### src/rtl/fit_policy_hole_allocator_macros.svh
// Assertion macros for the hole allocator.
// Included by the top level; no other dependencies.
`ifndef FIT_POLICY_HOLE_ALLOCATOR_MACROS_SVH
`define FIT_POLICY_HOLE_ALLOCATOR_MACROS_SVH

// Same-cycle implication, disabled during reset.
`define FPH_ASSERT_IMP(label, clk, rst_n, ante, cons, msg) \
    label: assert property (@(posedge clk) disable iff (!rst_n) (ante) |-> (cons)) \
        else $error(msg);

// Next-cycle implication, disabled during reset.
`define FPH_ASSERT_NXT(label, clk, rst_n, ante, cons, msg) \
    label: assert property (@(posedge clk) disable iff (!rst_n) (ante) |=> (cons)) \
        else $error(msg);

`endif

### src/rtl/fph_pkg.sv
// Shared constants, codes and types of the hole allocator.
// No dependencies; imported by fph_store and the top level.
`default_nettype none

package fph_pkg;

    localparam int HOLES     = 16;
    localparam int SIZE_BITS = 16;

    localparam int HOLE_AW = (HOLES > 1) ? $clog2(HOLES) : 1;
    localparam int CNT_W   = $clog2(HOLES + 1);
    localparam int ACC_W   = SIZE_BITS + CNT_W;
    localparam int AMT_W   = 16;
    localparam int IDX_W   = 4;
    localparam int CMP_W   = (SIZE_BITS > AMT_W) ? SIZE_BITS : AMT_W;
    localparam int SUM_W   = 20;
    localparam int MODE_W  = 2;
    localparam int HCNT_W  = 5;

    localparam logic [SUM_W-1:0] SUM_MAX = {SUM_W{1'b1}};

    localparam logic [MODE_W-1:0] FIT_FIRST = 2'd0;
    localparam logic [MODE_W-1:0] FIT_BEST  = 2'd1;
    localparam logic [MODE_W-1:0] FIT_WORST = 2'd2;

    localparam logic FUNC_LOAD = 1'b0;
    localparam logic FUNC_REQ  = 1'b1;

    localparam logic CFG_FIT_MODE   = 1'b0;
    localparam logic CFG_HOLE_COUNT = 1'b1;

    typedef struct packed {
        logic                 wr_en;
        logic [HOLE_AW-1:0]   wr_addr;
        logic [SIZE_BITS-1:0] wr_data;
        logic                 rd_en;
        logic [HOLE_AW-1:0]   rd_addr;
    } store_req_t;

endpackage

`default_nettype wire

### src/rtl/fph_store.sv
// Hole size store: synchronous memory with registered read data and per-entry valid bits.
// Depends on fph_pkg; an entry never written reads as zero.
`default_nettype none

module fph_store
    import fph_pkg::*;
(
    input  wire logic                 clk,
    input  wire logic                 rst_n,
    input  wire store_req_t           req,
    output logic [SIZE_BITS-1:0]      rd_data
);

    logic [SIZE_BITS-1:0] mem [HOLES];
    logic [HOLES-1:0]     valid_reg;
    logic [SIZE_BITS-1:0] rd_data_reg;
    logic                 rd_vld_reg;

    always_ff @(posedge clk)
    begin
        if (req.wr_en)
        begin
            mem[req.wr_addr] <= req.wr_data;
        end
        if (req.rd_en)
        begin
            rd_data_reg <= mem[req.rd_addr];
        end
    end

    always_ff @(posedge clk or negedge rst_n)
    begin
        if (!rst_n)
        begin
            valid_reg  <= '0;
            rd_vld_reg <= 1'b0;
        end
        else
        begin
            if (req.wr_en)
            begin
                valid_reg[req.wr_addr] <= 1'b1;
            end
            if (req.rd_en)
            begin
                rd_vld_reg <= valid_reg[req.rd_addr];
            end
        end
    end

    // mask entries that were never loaded since reset
    assign rd_data = rd_vld_reg ? rd_data_reg : '0;

endmodule

`default_nettype wire

### src/rtl/fit_policy_hole_allocator.sv
// Hole allocator: first/best/worst fit placement over a table of hole sizes.
// Items are taken one at a time: input is ready only in idle, so a new beat waits until the
// last one has finished. Steps: accept, one read per entry, a step that folds the last read,
// one more before finish, then write-back (finish waits while the output beat is held).
// Reset: fit first, 16 holes, no failure, all holes read as zero (store valid bits clear).
`default_nettype none

module fit_policy_hole_allocator
    import fph_pkg::*;
(
    input  wire logic         clk,
    input  wire logic         rst_n,
    // configuration
    input  wire logic         cfg_we,
    input  wire logic         cfg_index,
    input  wire logic [4:0]   cfg_wdata,
    // input stream
    input  wire logic         s_axis_tvalid,
    output logic              s_axis_tready,
    input  wire logic [23:0]  s_axis_tdata,   // [3:0] hole_index, [19:4] amount, zero fill
    input  wire logic         s_axis_tuser,   // [0] func
    input  wire logic         s_axis_tlast,   // last_request
    // result stream
    output logic              m_axis_tvalid,
    input  wire logic         m_axis_tready,
    output logic [47:0]       m_axis_tdata,   // [3:0] chosen_hole, [23:4] fragmentation,
                                              // [43:24] free_total, zero fill
    output logic [1:0]        m_axis_tuser,   // [0] granted, [1] run_failed
    output logic              m_axis_tlast    // run_done
);

`include "fit_policy_hole_allocator_macros.svh"

    typedef enum logic [1:0] {
        ST_IDLE,
        ST_SCAN,
        ST_FINISH
    } state_t;

    state_t state_reg;

    // configuration registers
    logic [MODE_W-1:0] fit_mode_reg;
    logic [HCNT_W-1:0] hole_count_reg;

    // latched item
    logic              func_reg;
    logic [IDX_W-1:0]  idx_reg;
    logic [AMT_W-1:0]  amt_reg;
    logic              last_reg;
    logic [CNT_W-1:0]  n_reg;

    // scan state
    logic [CNT_W-1:0]   issue_reg;
    logic               rd_v_reg;
    logic [HOLE_AW-1:0] rd_idx_reg;
    logic [ACC_W-1:0]   acc_reg;
    logic               found_reg;
    logic [HOLE_AW-1:0] best_reg;
    logic [CMP_W-1:0]   best_left_reg;

    logic failed_reg;

    // output register
    logic              out_valid_reg;
    logic              out_granted_reg;
    logic [IDX_W-1:0]  out_chosen_reg;
    logic              out_failed_reg;
    logic              out_done_reg;
    logic [SUM_W-1:0]  out_frag_reg;
    logic [SUM_W-1:0]  out_free_reg;

    store_req_t           store_req;
    logic [SIZE_BITS-1:0] rd_data;

    fph_store u_store (
        .clk     (clk),
        .rst_n   (rst_n),
        .req     (store_req),
        .rd_data (rd_data)
    );

    // -------------------------------------------------------------------
    // Input accept and holes in use (counts above HOLES act as HOLES)
    // -------------------------------------------------------------------
    logic             in_beat;
    logic [CNT_W-1:0] n_in_use;

    assign s_axis_tready = (state_reg == ST_IDLE);
    assign in_beat       = s_axis_tvalid && s_axis_tready;
    assign n_in_use      = (32'(hole_count_reg) > HOLES) ? CNT_W'(HOLES)
                                                          : CNT_W'(hole_count_reg);

    // -------------------------------------------------------------------
    // Scan: one read issued per cycle, the returning entry folded in next
    // -------------------------------------------------------------------
    logic                 issue;
    logic [SIZE_BITS-1:0] entry;
    logic [CMP_W-1:0]     entry_c;
    logic [CMP_W-1:0]     req_c;
    logic [CMP_W-1:0]     left;
    logic                 fits;
    logic                 take;

    assign issue = (state_reg == ST_SCAN) && (issue_reg < n_reg);

    // a load sees its own new size so the free sum already includes it
    assign entry   = (func_reg == FUNC_LOAD && 32'(idx_reg) == 32'(rd_idx_reg))
                   ? SIZE_BITS'(amt_reg) : rd_data;
    assign entry_c = CMP_W'(entry);
    assign req_c   = CMP_W'(amt_reg);
    assign fits    = entry_c >= req_c;
    assign left    = entry_c - req_c;

    // ties keep the earlier index; first fit stops updating after the first hit
    always_comb
    begin
        take = 1'b0;
        if (fits)
        begin
            if (!found_reg)
            begin
                take = 1'b1;
            end
            else
            begin
                case (fit_mode_reg)
                    FIT_BEST:  take = left < best_left_reg;
                    FIT_WORST: take = left > best_left_reg;
                    default:   take = 1'b0;
                endcase
            end
        end
    end

    // -------------------------------------------------------------------
    // Finish: resolve the item, write back, build the result beat
    // -------------------------------------------------------------------
    logic             can_finish;
    logic             is_load;
    logic             grant;
    logic             failed_new;
    logic             done_new;
    logic [ACC_W-1:0] sum_raw;
    logic [SUM_W-1:0] sum_sat;

    assign can_finish = (state_reg == ST_FINISH) && (!out_valid_reg || m_axis_tready);
    assign is_load    = (func_reg == FUNC_LOAD);
    assign grant      = !is_load && !failed_reg && found_reg;
    assign failed_new = !is_load && (failed_reg || !found_reg);
    assign sum_raw    = grant ? (acc_reg - ACC_W'(amt_reg)) : acc_reg;
    assign sum_sat    = (64'(sum_raw) > 64'(SUM_MAX)) ? SUM_MAX : SUM_W'(sum_raw);

    always_comb
    begin
        if (is_load)
        begin
            done_new = 1'b0;
        end
        else if (failed_reg || found_reg)
        begin
            done_new = last_reg;
        end
        else
        begin
            done_new = 1'b1;
        end
    end

    always_comb
    begin
        store_req.rd_en   = issue;
        store_req.rd_addr = HOLE_AW'(issue_reg);
        store_req.wr_en   = can_finish && (is_load ? (32'(idx_reg) < HOLES) : grant);
        store_req.wr_addr = is_load ? HOLE_AW'(idx_reg) : best_reg;
        store_req.wr_data = is_load ? SIZE_BITS'(amt_reg) : SIZE_BITS'(best_left_reg);
    end

    // -------------------------------------------------------------------
    // State and registered outputs
    // -------------------------------------------------------------------
    always_ff @(posedge clk or negedge rst_n)
    begin
        if (!rst_n)
        begin
            state_reg      <= ST_IDLE;
            fit_mode_reg   <= FIT_FIRST;
            hole_count_reg <= HCNT_W'(16);
            failed_reg     <= 1'b0;
            out_valid_reg  <= 1'b0;
            rd_v_reg       <= 1'b0;
            issue_reg      <= '0;
            found_reg      <= 1'b0;
        end
        else
        begin
            if (cfg_we)
            begin
                unique case (cfg_index)
                    CFG_FIT_MODE:   fit_mode_reg   <= cfg_wdata[MODE_W-1:0];
                    CFG_HOLE_COUNT: hole_count_reg <= cfg_wdata;
                    default:        ;
                endcase
            end

            // drop the beat once taken, unless a new one replaces it now
            if (out_valid_reg && m_axis_tready && !can_finish)
            begin
                out_valid_reg <= 1'b0;
            end

            unique case (state_reg)
                ST_IDLE:
                begin
                    if (in_beat)
                    begin
                        func_reg  <= s_axis_tuser;
                        idx_reg   <= s_axis_tdata[IDX_W-1:0];
                        amt_reg   <= s_axis_tdata[IDX_W +: AMT_W];
                        last_reg  <= s_axis_tlast;
                        n_reg     <= n_in_use;
                        issue_reg <= '0;
                        rd_v_reg  <= 1'b0;
                        acc_reg   <= '0;
                        found_reg <= 1'b0;
                        best_reg  <= '0;
                        state_reg <= ST_SCAN;
                    end
                end
                ST_SCAN:
                begin
                    rd_v_reg   <= issue;
                    rd_idx_reg <= HOLE_AW'(issue_reg);
                    if (issue)
                    begin
                        issue_reg <= issue_reg + 1'b1;
                    end
                    if (rd_v_reg)
                    begin
                        acc_reg <= acc_reg + ACC_W'(entry);
                        if (take)
                        begin
                            found_reg     <= 1'b1;
                            best_reg      <= rd_idx_reg;
                            best_left_reg <= left;
                        end
                    end
                    // advance once every read has been issued and folded in
                    if (!issue && !rd_v_reg)
                    begin
                        state_reg <= ST_FINISH;
                    end
                end
                ST_FINISH:
                begin
                    if (can_finish)
                    begin
                        failed_reg      <= failed_new;
                        out_valid_reg   <= 1'b1;
                        out_granted_reg <= grant;
                        out_chosen_reg  <= grant ? IDX_W'(best_reg) : '0;
                        out_failed_reg  <= failed_new;
                        out_done_reg    <= done_new;
                        out_frag_reg    <= failed_new ? sum_sat : '0;
                        out_free_reg    <= sum_sat;
                        state_reg       <= ST_IDLE;
                    end
                end
                default:
                begin
                    state_reg <= ST_IDLE;
                end
            endcase
        end
    end

    assign m_axis_tvalid = out_valid_reg;
    assign m_axis_tdata  = {4'b0, out_free_reg, out_frag_reg, out_chosen_reg};
    assign m_axis_tuser  = {out_failed_reg, out_granted_reg};
    assign m_axis_tlast  = out_done_reg;

    // -------------------------------------------------------------------
    // Assertions
    // -------------------------------------------------------------------
    `FPH_ASSERT_IMP(a_grant_not_failed, clk, rst_n, m_axis_tvalid && m_axis_tuser[0],
        !m_axis_tuser[1], "granted beat reports a failed run")
    `FPH_ASSERT_IMP(a_frag_only_failed, clk, rst_n, m_axis_tvalid && !m_axis_tuser[1],
        m_axis_tdata[23:4] == '0, "fragmentation without a failed run")
    `FPH_ASSERT_NXT(a_busy_after_beat, clk, rst_n, in_beat,
        !s_axis_tready, "input accepted again before the item finished")
    `FPH_ASSERT_IMP(a_write_in_finish, clk, rst_n, store_req.wr_en,
        state_reg == ST_FINISH && !store_req.rd_en, "store written outside finish")

endmodule

`default_nettype wire

### config.mk
export PLATFORM = sky130hd
export DESIGN_NAME = fit_policy_hole_allocator
export DESIGN_NICKNAME = d
export VERILOG_FILES = /design/src/rtl/fph_pkg.sv /design/src/rtl/fph_store.sv /design/src/rtl/fit_policy_hole_allocator.sv
export VERILOG_INCLUDE_DIRS = /design/src /design/src/rtl
export SDC_FILE = /design/constraint.sdc
export NUM_CORES = 1
export LEC_CHECK = 0
export ABC_AREA = 1
export ABC_CLOCK_PERIOD_IN_PS = 7900
export BUFFER_PORTS_ARGS = -buffer_cell sky130_fd_sc_hd__buf_4
export CELL_PAD_IN_SITES_DETAIL_PLACEMENT = 0
export CELL_PAD_IN_SITES_GLOBAL_PLACEMENT = 1
export CORE_MARGIN = 1
export CORE_UTILIZATION = 25
export CTS_CLUSTER_DIAMETER = 50
export CTS_CLUSTER_SIZE = 12
export DETAILED_ROUTE_END_ITERATION = 8
export GPL_ROUTABILITY_DRIVEN = 0
export GPL_TIMING_DRIVEN = 0
export PLACE_DENSITY = 0.48
export SLEW_MARGIN = 0
export SYNTH_ARGS = -nofsm -noshare
export SYNTH_HDL_FRONTEND = slang
export SYNTH_SLANG_ARGS = --single-unit
### constraint.sdc
create_clock -name clk -period 7.9 [get_ports clk]
set_input_delay 1.58 -clock clk [delete_from_list [all_inputs] [get_ports clk]]
set_output_delay 1.58 -clock clk [all_outputs]
set_load 0.005 [all_outputs]
After elaboration in Yosys (flattened, before gate mapping):

Memory sizes are Yosys's and may differ from the RTL's. A register that Yosys moved wholly into a read port is not among the register bits.
Cells that the tools add are included.

* word-level logic and storage cells: 128
* output and inout port bits: 53
* bits in writable memories: 256
* memories: 1
* bits of input ports: 37
* flip-flop bits (word level): 154

* eq/ne operators: 11
* $add $sub $neg: 4
* bitwise operators: 3
* muxes and demuxes: 39
* $lt $le $gt $ge: 9
* reductions and logical operators: 36

Memories
* u_store.mem: words 16, width 16, rd ports 1, clocked after Yosys merged registers in 1, write ports 1, line fph_store.sv:14 `logic [SIZE_BITS-1:0] mem [HOLES];`

Operator list (count)
* $mux W21: 3
* $mux W16: 3
* $pmux W21 S2: 1
* $add A21 B16 Y21: 1
* $gt A21 B20 Y1 const B: 1
* $sub A21 B16 Y21: 1
* $mux W20: 1
* $ge A16 B16 Y1: 1
* $gt A16 B16 Y1: 1
* $lt A16 B16 Y1: 1
* $mux W4: 4
* $or A16 B16 Y16: 1
* $sub A16 B16 Y16: 1
* $mux W1: 14
* $logic_and A1 B1 Y1: 12
* $reduce_and A3 Y1: 4
* $reduce_and A4 Y1: 3
* $lt A4 B5 Y1 const B: 2
* $mux W5: 2
* $pmux W5 S2: 1
* $reduce_and A2 Y1: 5
* $ne A2 B2 Y1 const B: 4
* $pmux W4 S2: 1
* $logic_not A1 Y1: 6
* other kinds (18): 28

Depth between registers and ports, before layout:

Gate-level depths: netlist (run 1).

* depth after elaboration: 11
* depth in mapped cells: 30
* depth with buffers taken out: 29

Hierarchy:

From an unflattened synthesis (run 1), not the netlist that was laid out.

* cell total of the unflattened synthesis: 1956
* area, all modules: 20408.3 µm²

By module, submodules not included
* fph_store: times used 1, cells an instance 893, seq. area each 8593.2 µm², area each 11507.3 µm²
* fit_policy_hole_allocator: times used 1, cells an instance 1063, seq. area each 4025.1 µm², area each 8901.0 µm²

Worst setup path before layout (run 1):

Ideal clock, no wire load.

* kind: reg-to-reg
* start: register idx_reg[2]
* end: register best_left_reg[0], enable pin
* data required time: 7.536 ns
* library setup time: 0.364 ns
* clock period less this slack: 4.553 ns
* setup slack: 3.347 ns
* buffers on the path: 1
* cell stages (with the launch flop): 27
* arrival: 4.190 ns
* cells stage by stage: edfxtp_1 -> or2_0 -> a221oi_1 -> o2111ai_1 -> clkbuf_1 -> o21ai_1 -> inv_1 -> ha_1 -> nand2_1 -> nor2_1 -> nor2_1 -> o21ai_0 -> a21boi_0 -> o21ai_0 -> xor2_1 -> ha_1 -> nand2_1 -> inv_1 -> nand2_1 -> nand2_1 -> a21oi_1 -> nand2_1 -> nand2_1 -> nand3_1 -> nand2_1 -> nand4_1 -> inv_1

* cells in the longest elaborated chain, start to end: 9
* elaborated cells on any way between the ends: 11
* classes of those cells: add/sub: 1; order compare: 3; eq/ne: 1; mux: 4; reduce/logical: 2

RTL lines
* start: declaration: line fit_policy_hole_allocator.sv:48 `logic [IDX_W-1:0] idx_reg;`
* start signal: assignment: line fit_policy_hole_allocator.sv:218 `idx_reg <= s_axis_tdata[IDX_W-1:0];`
* $eq A4 B4 Y1 (*): line fit_policy_hole_allocator.sv:108 `assign entry = (func_reg == FUNC_LOAD && 32'(idx_reg) == 32'(rd_idx_reg))`
* $logic_and A1 B1 Y1 (*): line fit_policy_hole_allocator.sv:108
* $mux W16 (*): line fit_policy_hole_allocator.sv:109 `? SIZE_BITS'(amt_reg) : rd_data;`
* $sub A16 B16 Y16 (*): line fit_policy_hole_allocator.sv:113 `assign left = entry_c - req_c;`
* net left[11]: line fit_policy_hole_allocator.sv:101 `logic [CMP_W-1:0] left;`
* $gt A16 B16 Y1 or $lt A16 B16 Y1 (tied branches): line fit_policy_hole_allocator.sv:129, fit_policy_hole_allocator.sv:128
* $pmux W1 S2 (*): line fit_policy_hole_allocator.sv:127 `case (fit_mode_reg)`
* $mux W1 (*): line fit_policy_hole_allocator.sv:121 `if (!found_reg)`
* $mux W1 (*): line fit_policy_hole_allocator.sv:119 `if (fits)`
* $reduce_and A4 Y1 (no source line) (*)
* end signal: assignment: line fit_policy_hole_allocator.sv:245 `best_left_reg <= left;`
* end: declaration: line fit_policy_hole_allocator.sv:60 `logic [CMP_W-1:0] best_left_reg;`

Mark *: on every way through the listed nets, which the timed path passes. The rest lies on a longest branch.
A chain may end at the register's enable or synchronous reset.

Worst setup path after layout (run 1):

* start: register func_reg
* end: register best_left_reg[10], enable pin

* cells in the longest elaborated chain, start to end: 9
* elaborated cells on any way between the ends: 11
* classes of those cells: add/sub: 1; order compare: 3; mux: 4; bitwise: 1; reduce/logical: 2

RTL lines
* start: declaration: line fit_policy_hole_allocator.sv:47 `logic func_reg;`
* start signal: assignment: line fit_policy_hole_allocator.sv:217 `func_reg <= s_axis_tuser;`
* $not A1 Y1 (*)
* $logic_and A1 B1 Y1 (*): line fit_policy_hole_allocator.sv:108
* $mux W16 (*): line fit_policy_hole_allocator.sv:109
* $sub A16 B16 Y16 (*): line fit_policy_hole_allocator.sv:113
* net left[11]: line fit_policy_hole_allocator.sv:101
* $gt A16 B16 Y1 or $lt A16 B16 Y1 (tied branches): line fit_policy_hole_allocator.sv:129, fit_policy_hole_allocator.sv:128
* $pmux W1 S2 (*): line fit_policy_hole_allocator.sv:127
* $mux W1 (*): line fit_policy_hole_allocator.sv:121
* $mux W1 (*): line fit_policy_hole_allocator.sv:119
* $reduce_and A4 Y1 (no source line) (*)

Marks and branches as above.

==> run summary, run 1 <==
status: complete, no violations
Die ar.: 81,020 um^2
CTS HTree Levels: 3
vias in the first global route: 14,770
buffers added on ports: 81
CTS Buf Count: 66
Final Worst Setup Slack: 1.851 ns
Final Cell Area: 24,840 um^2
Vias/cell: 4.666
clk slew on worst S/H paths: 0.06 ns
reg2reg setup slack: 1.85 ns
clk sinks: 426
Tot Pwr: 8.448 mW
ant diodes: 0
Vias: 14,800
Nets: 2,183
max reg flops: 256
Placeable Area: 79,000 um^2
period utilization: 76.57%
Critical Path Fanout Max: 16
Synth top area share: 58.79%
FMAX: 0.1653 GHz
r2r startpoint: func_reg$_DFFE_PP_
pin count of the biggest net entering global routing: 38
cell taking the most area after synthesis: edfxtp_1
# DRC: 0
Rows: 103
CTS root buffer: clkbuf_16
Yosys warning count: 0
DR pass1 iterations: 6
minimum clock period: 6.049 ns
final setup skew: 0.03541 ns
share of layout cells above drive strength 1: 14.33%
die height: 284.6 um
top cells by count, synth: 391 x edfxtp_1, 285 x nand2_1, 245 x nor2_1
PD cells: 340.1 nW/um^2
Synth cell types: 50
Wirelength per Cell: 21.96 um
post_cts resized: 0
hold buffers post-CTS: 0
number of flops mapped to enable cells by yosys: 391
Worst R2R End: best_left_reg[10]$_DFFE_PP_
Initial Util: 25.28%
CP arrival: 6.28 ns
# IOs: 90
Setup Viol. Count Final: 0
dpl cell area: 22,590 um^2
most common cell in the netlist: edfxtp_1
DPL Wire Length: 51.09 mm
hold_sp: u_store.valid_reg[13]$_DFFE_PN0P_
Worst-Margin Slew: 0.9735 ns
fill count: 8,098
DRT Wirelength: 69.66 mm
Fin Setup TNS: 0 ns
initial antenna violation count: 5
Mapped Cells: 1,886
Slew Limit Fails: 0
post-CTS setup buffers: 0
pre-CTS setup slack: 1.880 ns
Worst R2R Path Depth: 24
Synth Flop Type: edfxtp_1
Req. time, crit path: 8.13 ns
Worst Setup SP: func_reg$_DFFE_PP_
top post-synthesis cells by area: edfxtp_1 59%, o21ai_0 5.8%, nand2_1 5.4%, nor2_1 4.6%, ha_1 4.4%
clock insertion delay at the later pin of the skew report: 0.61 ns
post-synthesis cell area: 19,970 um^2
sequential share of the synthesized area: 63.19%
DIE WIDTH: 284.6 um
synth-to-layout area growth: 24.38%
final hold violations: 0
Total GRT Usage: 17.13%
Max-slew headroom: 35.10%
crit path kind: register to register
ANT nets after route: 0
end of the critical path: best_left_reg[10]$_DFFE_PP_
DR iter-0 viols: 1,091
deepest clock path buffer count: 3
Yosys reg bits: 426
HP Class: register to register
maximum VDD drop: 0.1430 mV
max_cap viols: 0
syn_area_per_cell: 10.59 um^2
async set-reset flop share out of synthesis: 8.216%
first-pass GRT wire length: 100.9 mm
CTS tree: yes
GRT overflow: 0
leakage: 9.491 nW
Startpoint Class: register
critical path capture point type: register
RSZ-0062 raised after global routing: false
how the worst min path moves through the flow:
stage                                              endpoint  slack, ns  cells after the start
after floorplan            u_store.valid_reg[7]$_DFFE_PN0P_       0.43                      2
after global placement     u_store.valid_reg[8]$_DFFE_PN0P_       0.44                      1
after detailed placement  u_store.valid_reg[12]$_DFFE_PN0P_       0.45                      1
after CTS                 u_store.valid_reg[12]$_DFFE_PN0P_       0.46                      1
after global routing       u_store.valid_reg[4]$_DFFE_PN0P_       0.48                      1
final                     u_store.valid_reg[13]$_DFFE_PN0P_       0.46                      2
final cells by class:
class / count / area (um^2) / area share, %
clock inverters: 47 / 579.3 / 2.332
multi-input cells: 1213 / 6489 / 26.12
flip-flops and latches: 426 / 12620 / 50.80
inverters: 167 / 626.9 / 2.524
repair buffers: 115 / 1174 / 4.725
clock buffers: 71 / 1670 / 6.725
well taps: 1050 / 1314 / 5.289
plain buffers: 83 / 367.9 / 1.481
placed cells by master (no fill, tap or decap), types with 8 or more instances in the layout:
master / synthesis / routed
a21oi_1: 93 / 93
buf_2: 12 / 12
buf_4: 7 / 91
buf_8: 0 / 19
clkbuf_1: 55 / 60
clkbuf_16: 0 / 66
clkinv_2: 0 / 8
dfrtp_1: 34 / 34
edfxtp_1: 391 / 391
ha_1: 71 / 71
inv_1: 161 / 161
inv_6: 0 / 11
nand2_1: 285 / 285
nand3_1: 109 / 109
nand4_1: 9 / 9
nor2_1: 245 / 228
nor2_2: 1 / 16
nor3_1: 12 / 11
o21ai_0: 231 / 215
o21ai_2: 0 / 15
o221ai_1: 29 / 29
o22ai_1: 36 / 36
or2_2: 13 / 13
xor2_1: 14 / 14
critical path, cell delays in order (launching register included):
cell and delay, ns:
edfxtp_1 0.55, buf_2 0.27, a221oi_1 0.23, o2111ai_1 0.34, clkbuf_1 0.31, nand3_1 0.13
o21ai_0 0.23, ha_1 0.46, nand2_1 0.09, inv_1 0.10, nand3_1 0.07, o21ai_0 0.47
a21boi_0 0.27, o21ai_0 0.26, xor2_1 0.24, ha_1 0.28, a21oi_1 0.17, nand2_1 0.08
a21oi_1 0.18, nand2_1 0.08, nand2_1 0.05, nand3_1 0.07, nand2_1 0.08, nand4_1 0.10
inv_1 0.55
power by group:
group / internal (mW) / leakage (nW) / switching [mW]
Clock: 1.81 / 1.09 / 1.18
Combinational: 0.747 / 4.42 / 1.81
Sequential: 2.79 / 3.98 / 0.115
Total: 5.34 / 9.49 / 3.11
logic make-up (layout without fill, tap and decap cells):
kind of cell             after synthesis  after routing  share of synthesized area, %
adder cells (fa/ha/maj)               74             74                         4.749
AND/OR/NAND/NOR                      687            687                         14.20
buffers and inverters                250            483                         4.981
flip-flops                           426            426                         63.19
AO/OA/AOI/OAI                        428            428                         11.97
other                                  1              4                       0.01878
multiplexers                           2              2                        0.1002
XOR/XNOR                              18             18                        0.7894
stage by stage:
step	cells	utilization, %	hold slack (ns)
2_1_floorplan	1889	-	0.4276
3_3_place_gp	3020	27.73	0.4416
3_5_place_dp	3054	28.59	0.4468
4_1_cts	3172	31.44	0.4608
5_1_grt	3172	31.44	0.4760
6_report	3172	31.44	0.4610
per-layer routing:
layer / GRT usage, % / vias to the layer above / part of all wire (%)
li1: - / 7042 / -
met4: 4.772 / 0 / 2.3
met5: 0 / - / 0
met1: 22.68 / 7282 / 45
met3: 3.010 / 95 / 4.9
met2: 28.55 / 382 / 48
(Power assumes the default switching activity.)
==> run 2, diff against run 1 <==
--- a/config.mk
+++ b/config.mk
@@ -6,8 +6,8 @@
 export SDC_FILE = /design/constraint.sdc
 export NUM_CORES = 1
 export LEC_CHECK = 0
-export ABC_AREA = 1
-export ABC_CLOCK_PERIOD_IN_PS = 7900
+export ABC_AREA = 0
+export ABC_CLOCK_PERIOD_IN_PS = 5530
 export BUFFER_PORTS_ARGS = -buffer_cell sky130_fd_sc_hd__buf_4
 export CELL_PAD_IN_SITES_DETAIL_PLACEMENT = 0
 export CELL_PAD_IN_SITES_GLOBAL_PLACEMENT = 1
==> constraint.sdc (replaced) <==
create_clock -name clk -period 5.53 [get_ports clk]
set_input_delay 1.106 -clock clk [delete_from_list [all_inputs] [get_ports clk]]
set_output_delay 1.106 -clock clk [all_outputs]
set_load 0.005 [all_outputs]
==> run 2 against run 1 <==
  * Count of clock-buffer cells in the layout is 4 lower
  * Area after synthesis is 2.9% lower
  * Critical path type unchanged
  * Worst hold slack better by 0.0039 ns
  * Largest power group is now sequential cells
  * Global-route usage is 3.5 points lower
  * Cell area is 4.0% lower
  * Highest routed layer unchanged
  * Die area is 2.9% lower
==> run summary, run 2 <==
Fin Setup TNS: 0 ns (unchanged)
vias in the first global route: 12,080 (-18%)
minimum clock period: 5.424 ns (-0.6249 ns)
share of layout cells above drive strength 1: 28.09% (+14 points)
ant diodes: 0 (unchanged)
Vias: 11,420 (-23%)
Min-Delay Endpoint: u_store.valid_reg[14]$_DFFE_PN0P_
Placeable Area: 76,330 um^2 (-3.4%)
Yosys reg bits: 426 (unchanged)
Initial Util: 25.40% (+0.12 points)
final setup skew: 0.03656 ns (+0.001151 ns)
critical path capture point type: register
Wirelength per Cell: 21.13 um (-3.8%)
Slew Limit Fails: 0 (unchanged)
clk sinks: 426 (unchanged)
syn_area_per_cell: 15.11 um^2 (+43%)
Setup Viol. Count Final: 0 (unchanged)
Worst R2R Path Depth: 24 (unchanged)
pre-CTS setup slack: -1.746 ns (-3.626 ns)
Synth Flop Type: edfxtp_1
Req. time, crit path: 5.82 ns (-2.31 ns)
pin count of the biggest net entering global routing: 43 (+13%)
Critical Path Fanout Max: 8 (-8)
Yosys warning count: 0 (unchanged)
clk slew on worst S/H paths: 0.06 ns (about the same)
Worst R2R End: best_left_reg[8]$_DFFE_PP_
sw power: 3.752 mW (+21%)
CP arrival: 5.71 ns (-0.57 ns)
fill count: 7,640 (-5.7%)
Die ar.: 78,670 um^2 (-2.9%)
Synth top area share: 60.56% (+1.8 points)
number of flops mapped to enable cells by yosys: 391 (unchanged)
commonest non-fill, non-tap cell in the layout: edfxtp_1
most frequent cells in the layout: 391 x edfxtp_1, 110 x buf_4, 85 x mux4_2
RSZ-0062 raised after global routing: true
DR pass1 iterations: 5 (-1)
top post-synthesis cells by area: edfxtp_1 61%, mux4_2 9.9%, ha_1 4.6%, dfrtp_1 4.4%, o21ai_0 1.7%
max_cap viols: 0 (unchanged)
hold buffers post-CTS: 0 (unchanged)
clock share of power: 31.0% (-4.4 points)
Util after Layout: 31.25% (-0.19 points)
die height: 280.5 um (-1.5%)
buffers added on ports: 81 (unchanged)
deepest clock path buffer count: 3 (unchanged)
Pint: 7.624 mW (+43%)
most frequent CP cell: nand3_2
DIE WIDTH: 280.5 um (-1.5%)
hold_sp: u_store.valid_reg[14]$_DFFE_PN0P_
DRT Wirelength: 53.59 mm (-23%)
r2r startpoint: idx_reg[3]$_DFFE_PP_
Vias/cell: 4.501 (-3.5%)
post-synthesis cell area: 19,390 um^2 (-2.9%)
sequential share of the synthesized area: 65.09% (+1.9 points)
Final Instance Count excl. Fillers: 2,536 (-20%)
Max-slew headroom: 15.67% (-19 points)
ANT nets after route: 0 (unchanged)
Final Cell Area: 23,850 um^2 (-4.0%)
CTS root buffer: clkbuf_16
period utilization: 98.08% (+22 points)
WHS Path Cells: 1 (-1)
FMAX: 0.1844 GHz (+12%)
initial antenna violation count: 0 (-5)
CTS Buf Count: 57 (-14%)
DR iter-0 viols: 744 (-32%)
reg2reg setup slack: 0.11 ns (-1.75 ns)
Total GRT Usage: 13.66% (-3.5 points)
# IOs: 90 (unchanged)
PD cells: 476.9 nW/um^2 (+40%)
Sequential Power Share: 37.5% (+3.1 points)
CP max stage cell: or3b_4
top cells by count, synth: 391 x edfxtp_1, 86 x nor2_1, 85 x mux4_2
Final Worst Setup Slack: 0.1061 ns (-1.745 ns)
maximum VDD drop: 0.2436 mV (+70%)
async set-reset flop share out of synthesis: 8.216% (unchanged)
# DRC: 0 (unchanged)
first-pass GRT wire length: 78.56 mm (-22%)
synth-to-layout area growth: 23.03%
Combinational Power Share: 31.5% (+1.2 points)
CP peak stage delay: 0.44 ns (-0.11 ns)
Synth cell types: 67 (+34%)
CTS HTree Levels: 2 (-1)
# placed instances: 2,417 (-21%)
leakage: 8.511 nW (-10%)
most common cell in the netlist: edfxtp_1
clock insertion delay at the later pin of the skew report: 0.62 ns (about the same)
HP Class: register to register
CTS tree: yes
final hold violations: 0 (unchanged)
status: complete, no violations
Worst-Margin Slew: 1.261 ns (+0.2873 ns)
crit path kind: register to register
dpl cell area: 21,660 um^2 (-4.1%)
DPL Wire Length: 37.58 mm (-26%)
Rows: 101 (-1.9%)
Net Sw Frac: 32.98% (-3.8 points)
Startpoint Class: register
Nets: 1,575 (-28%)
max reg flops: 256 (unchanged)
CP cell instances: xor2_1 -> nor3_2 -> nand3_2 -> nand3_2 -> o21a_1 -> ha_2 -> fa_2 -> inv_2 -> a21o_1 -> a221o_1 -> o31a_1 -> a21oi_2 -> o21bai_1 -> a21oi_2 -> xnor2_2 -> ha_1 -> nand3_2 -> or3b_4 -> a211oi_2 -> nor3_2 -> o21ai_1 -> a211oi_2 -> nor3_4 -> and2_4
GRT overflow: 0 (unchanged)
cell taking the most area after synthesis: edfxtp_1
Mapped Cells: 1,283 (-32%)
==> run 2: worst max-delay path: cells and delay by family, from the launching register on <==
kind	cells	cell delay [ns]
compound gates	10	1.90
xor+xnor	2	0.30
fa+ha+maj	3	0.74
buf+inv	1	0.03
flops	1	0.42
simple gates	8	1.70
==> run 2: power by group through the flow <==
stage               Combinational [mW]  Clock [mW]  Sequential [mW]
floorplan                         2.38           0             4.26
global placement                  3.40           0             4.34
detailed placement                3.47           0             4.33
CTS                               3.60        3.63             4.27
global route                      3.94        3.74             4.30
finish                            3.58        3.53             4.26
==> run 2: what timing repair did <==
item / in CTS / in global routing
buffers inserted: 14 / 2
cloned: 1 / 0
pin swaps: 21 / 18
gates resized for setup: 45 / 16
endpoints found under the setup margin: 21 / 21
==> run 2: area by class of cell <==
type | count | area, um^2 | share of cell area, %
clock inverter | 34 | 325.3 | 1.364
clock buffer | 67 | 1495 | 6.269
inverter | 62 | 236.5 | 0.9915
tap | 1030 | 1289 | 5.403
sequential | 426 | 12620 | 52.90
buffer | 52 | 256.5 | 1.075
multi-input combinational | 746 | 6625 | 27.78
timing repair buffer | 119 | 1006 | 4.218
==> run 2: logic make-up (layout without fill, tap and decap cells) <==
| kind of cell | after synthesis | in the layout | synth area share [%] |
|---|---|---|---|
| xor+xnor | 46 | 46 | 2.175 |
| fa+ha+maj | 74 | 74 | 4.892 |
| mux | 97 | 97 | 10.55 |
| simple gates | 320 | 321 | 7.919 |
| compound gates | 204 | 204 | 6.925 |
| flops | 426 | 426 | 65.09 |
| other cells | 1 | 4 | 0.01934 |
| buf+inv | 115 | 334 | 2.439 |
==> run 2: routing by layer <==
metal	share of wire, %	track usage, %	vias up
li1	-	-	5287
met1	43	16.90	5815
met2	51	24.35	230
met3	3.8	2.065	83
met4	2.5	4.175	0
met5	0	0	-
==> run 2: how the worst max path moves through the flow <==
stage / start / to / slack (ns)
global route: idx_reg[3]$_DFFE_PP_ / best_left_reg[14]$_DFFE_PP_ / -0.10
global placement: func_reg$_DFFE_PP_ / best_left_reg[13]$_DFFE_PP_ / -1.62
detailed placement: func_reg$_DFFE_PP_ / best_left_reg[14]$_DFFE_PP_ / -1.75
CTS: idx_reg[1]$_DFFE_PP_ / best_left_reg[8]$_DFFE_PP_ / -0.05
finish: idx_reg[3]$_DFFE_PP_ / best_left_reg[8]$_DFFE_PP_ / 0.11
floorplan: idx_reg[3]$_DFFE_PP_ / best_left_reg[0]$_DFFE_PP_ / 0.05
==> run 2: per-stage QoR <==
| step | hold slack [ns] | power [mW] |
|---|---|---|
| 6_report | 0.4649 | 11.38 |
| 2_1_floorplan | 0.4337 | 6.641 |
| 5_1_grt | 0.4690 | 11.98 |
| 3_3_place_gp | 0.4473 | 7.741 |
| 3_5_place_dp | 0.4470 | 7.799 |
| 4_1_cts | 0.4531 | 11.50 |
==> run 3, diff against run 2 <==
--- a/config.mk
+++ b/config.mk
@@ -12,13 +12,14 @@
 export CELL_PAD_IN_SITES_DETAIL_PLACEMENT = 0
 export CELL_PAD_IN_SITES_GLOBAL_PLACEMENT = 1
 export CORE_MARGIN = 1
-export CORE_UTILIZATION = 25
+export CORE_UTILIZATION = 47
 export CTS_CLUSTER_DIAMETER = 50
 export CTS_CLUSTER_SIZE = 12
 export DETAILED_ROUTE_END_ITERATION = 8
 export GPL_ROUTABILITY_DRIVEN = 0
 export GPL_TIMING_DRIVEN = 0
-export PLACE_DENSITY = 0.48
+export MAX_ROUTING_LAYER = met4
+export PLACE_DENSITY = 0.78
 export SLEW_MARGIN = 0
 export SYNTH_ARGS = -nofsm -noshare
 export SYNTH_HDL_FRONTEND = slang
==> run 3 against run 2 <==
  * The run now ends with negative setup slack left
  * Routed wire length fell by 14%
  * Die area is 47% lower
  * First-iteration DRC count grew 18%
  * Register-to-register slack worse by 0.12 ns
  * Via count rose by 1.2%
  * Utilization rose by 25 points
  * Global-route usage rose by 9.5 points
  * Cell area down 3.8%
==> run summary, run 3 (synthesis gave the netlist of run 2 again) <==
failing checks: negative setup slack
CTS root buffer: clkbuf_16
CTS tree: yes
DRT Wirelength: 45.99 mm (-14%)
DR iter-0 viols: 876 (+18%)
Worst-Margin Slew: 1.253 ns (-0.007821 ns)
DIE WIDTH: 205.1 um (-27%)
fill count: 3,184 (-58%)
clock insertion delay at the later pin of the skew report: 0.59 ns (-0.03 ns)
DPL Wire Length: 32.58 mm (-13%)
met1 GRT Util: 28.70% (+12 points)
status: finished, violations left
final hold violations: 0 (unchanged)
pin count of the biggest net entering global routing: 43 (unchanged)
area of the multi-input gates: 6502 um^2 (-1.9%)
GRT overflow: 0 (unchanged)
period utilization: 100.3% (+2.2 points)
HP Class: register to register
vias in the first global route: 11,740 (-2.8%)
Startpoint Class: register
commonest non-fill, non-tap cell in the layout: edfxtp_1
# IOs: 90 (unchanged)
deepest clock path buffer count: 3 (unchanged)
ANT nets after route: 0 (unchanged)
Req. time, crit path: 5.84 ns (+0.02 ns)
CTS Buf Count: 48 (-16%)
met3 Use GR: 3.532% (+1.5 points)
share of layout cells above drive strength 1: 26.76% (-1.3 points)
final setup skew: 0.03637 ns (-0.0001864 ns)
max reg flops: 256 (unchanged)
Die ar.: 42,070 um^2 (-47%)
max_cap viols: 0 (unchanged)
Critical Path Fanout Max: 10 (+2)
Vias: 11,560 (+1.2%)
dpl cell area: 21,090 um^2 (-2.6%)
FMAX: 0.1804 GHz (-2.2%)
clk slew on worst S/H paths: 0.06 ns (about the same)
maximum VDD drop: 0.2910 mV (+19%)
Initial Util: 47.59% (+22 points)
Setup Viol. Count Final: 15 (+15)
Vias/cell: 5.709 (+27%)
# DRC: 0 (unchanged)
DR pass1 iterations: 5 (unchanged)
pre-CTS setup slack: -1.448 ns (+0.2980 ns)
CTS HTree Levels: 2 (unchanged)
Nets: 1,573 (-0.13%)
met2 Use GR: 38.75% (+14 points)
buffers added on ports: 81 (unchanged)
first-pass GRT wire length: 69.48 mm (-12%)
Final Worst Setup Slack: -0.01404 ns (-0.1201 ns)
RSZ-0062 raised after global routing: true
Placeable Area: 40,740 um^2 (-47%)
synth-to-layout area growth: 18.34%
initial antenna violation count: 1 (+1)
Wirelength per Cell: 22.72 um (+7.5%)
CP arrival: 5.86 ns (+0.15 ns)
Util after Layout: 56.32% (+25 points)
crit path kind: register to register
Rows: 74 (-27%)
Final Cell Area: 22,940 um^2 (-3.8%)
clk sinks: 426 (unchanged)
critical path capture point type: register
Total GRT Usage: 23.17% (+9.5 points)
leakage: 8.408 nW (-1.2%)
Top Usage Layer GRT: met2
Slew Limit Fails: 0 (unchanged)
register area: 12,620 um^2 (unchanged)
minimum clock period: 5.544 ns (+0.1201 ns)
Max-slew headroom: 16.20% (+0.52 points)
die height: 205.1 um (-27%)
PD cells: 471.5 nW/um^2 (-1.1%)
most frequent cells in the layout: 391 x edfxtp_1, 113 x buf_4, 85 x mux4_2
==> run 3: changes by cell type in the layout (fill, tap and decap cells not counted), moves of 3 or more <==
cell,before,now
buf_6,9,3
o21ai_4,4,1
clkinvlp_4,6,3
inv_6,5,2
clkinv_4,6,1
clkinv_2,9,2
o21ai_0,37,40
clkbuf_16,58,51
buf_8,4,13
nor2_2,26,36
clkbuf_1,35,39
buf_4,110,113
nor2_4,10,0
==> run 3: path summary, 6_finish.rpt <==
check,start,endpoint,slack (ns),cells after the start
setup / recovery,idx_reg[1]$_DFFE_PP_,best_left_reg[13]$_DFFE_PP_,-0.01,24
hold / removal,u_store.valid_reg[6]$_DFFE_PN0P_,u_store.valid_reg[6]$_DFFE_PN0P_,0.46,1
setup reg to reg,idx_reg[1]$_DFFE_PP_,best_left_reg[13]$_DFFE_PP_,-0.01,24
hold reg to reg,u_store.valid_reg[6]$_DFFE_PN0P_,u_store.valid_reg[6]$_DFFE_PN0P_,0.46,1
max in group asynchronous,rst_n,hole_count_reg[4]$_DFFE_PN1P_,4.63,1
min in group asynchronous,rst_n,u_store.valid_reg[9]$_DFFE_PN0P_,0.50,1
==> run 3: worst max-delay path: stages (launching register included) <==
cell	delay, ns
edfxtp_1	0.43
xor2_1	0.18
nor3_2	0.21
nand3_2	0.19
clkbuf_8	0.22
nand3_1	0.10
o21ai_2	0.09
ha_1	0.33
and3_1	0.22
a221o_1	0.35
o31a_1	0.33
a21oi_2	0.20
o21bai_1	0.09
a21oi_2	0.20
xnor2_2	0.11
ha_1	0.33
nand3_2	0.09
or3b_4	0.44
a211oi_2	0.24
nor3_2	0.08
buf_4	0.15
a211oi_2	0.24
nor3_2	0.05
buf_4	0.19
and2_4	0.21
==> run 3: final cells by class <==
cell class,instances,area share (%)
flip-flops and latches,426,55.00
well taps,532,2.901
diodes,1,0.01091
multi-input cells,746,28.34
plain buffers,53,1.145
clock inverters,15,0.8453
inverters,62,1.031
repair buffers,125,4.864
clock buffers,64,5.862
==> run 3: power by group <==
part	internal, mW	total (mW)	switching (mW)
clock network	1.82	3.11	1.30
logic	1.50	3.44	1.95
registers	4.05	4.26	0.207
total	7.36	10.8	3.45
==> run 3: what timing repair did <==
action	CTS	global route
hold buffers	0	0
pin swaps	2	20
buffers inserted	6	10
gates resized for setup	29	21
endpoints found under the setup margin	21	21
gates cloned	1	0
==> run 3: metrics by stage <==
step           TNS [ns]  cells  hold slack [ns]  power (mW)
6_report        -0.1420   2024           0.4645       10.82
3_5_place_dp     -27.13   1924           0.4484       7.612
2_1_floorplan         0   1286           0.4337       6.641
5_1_grt          -3.474   2024           0.4748       11.36
3_3_place_gp     -24.72   1899           0.4456       7.514
4_1_cts               0   2010           0.4634       10.77
==> run 3: layer usage <==
layer  part of all wire, %  vias up
met1                    41     5821
met3                   5.6       89
met4                   3.2        0
met2                    51      382
met5                     0        -
li1                      -     5264
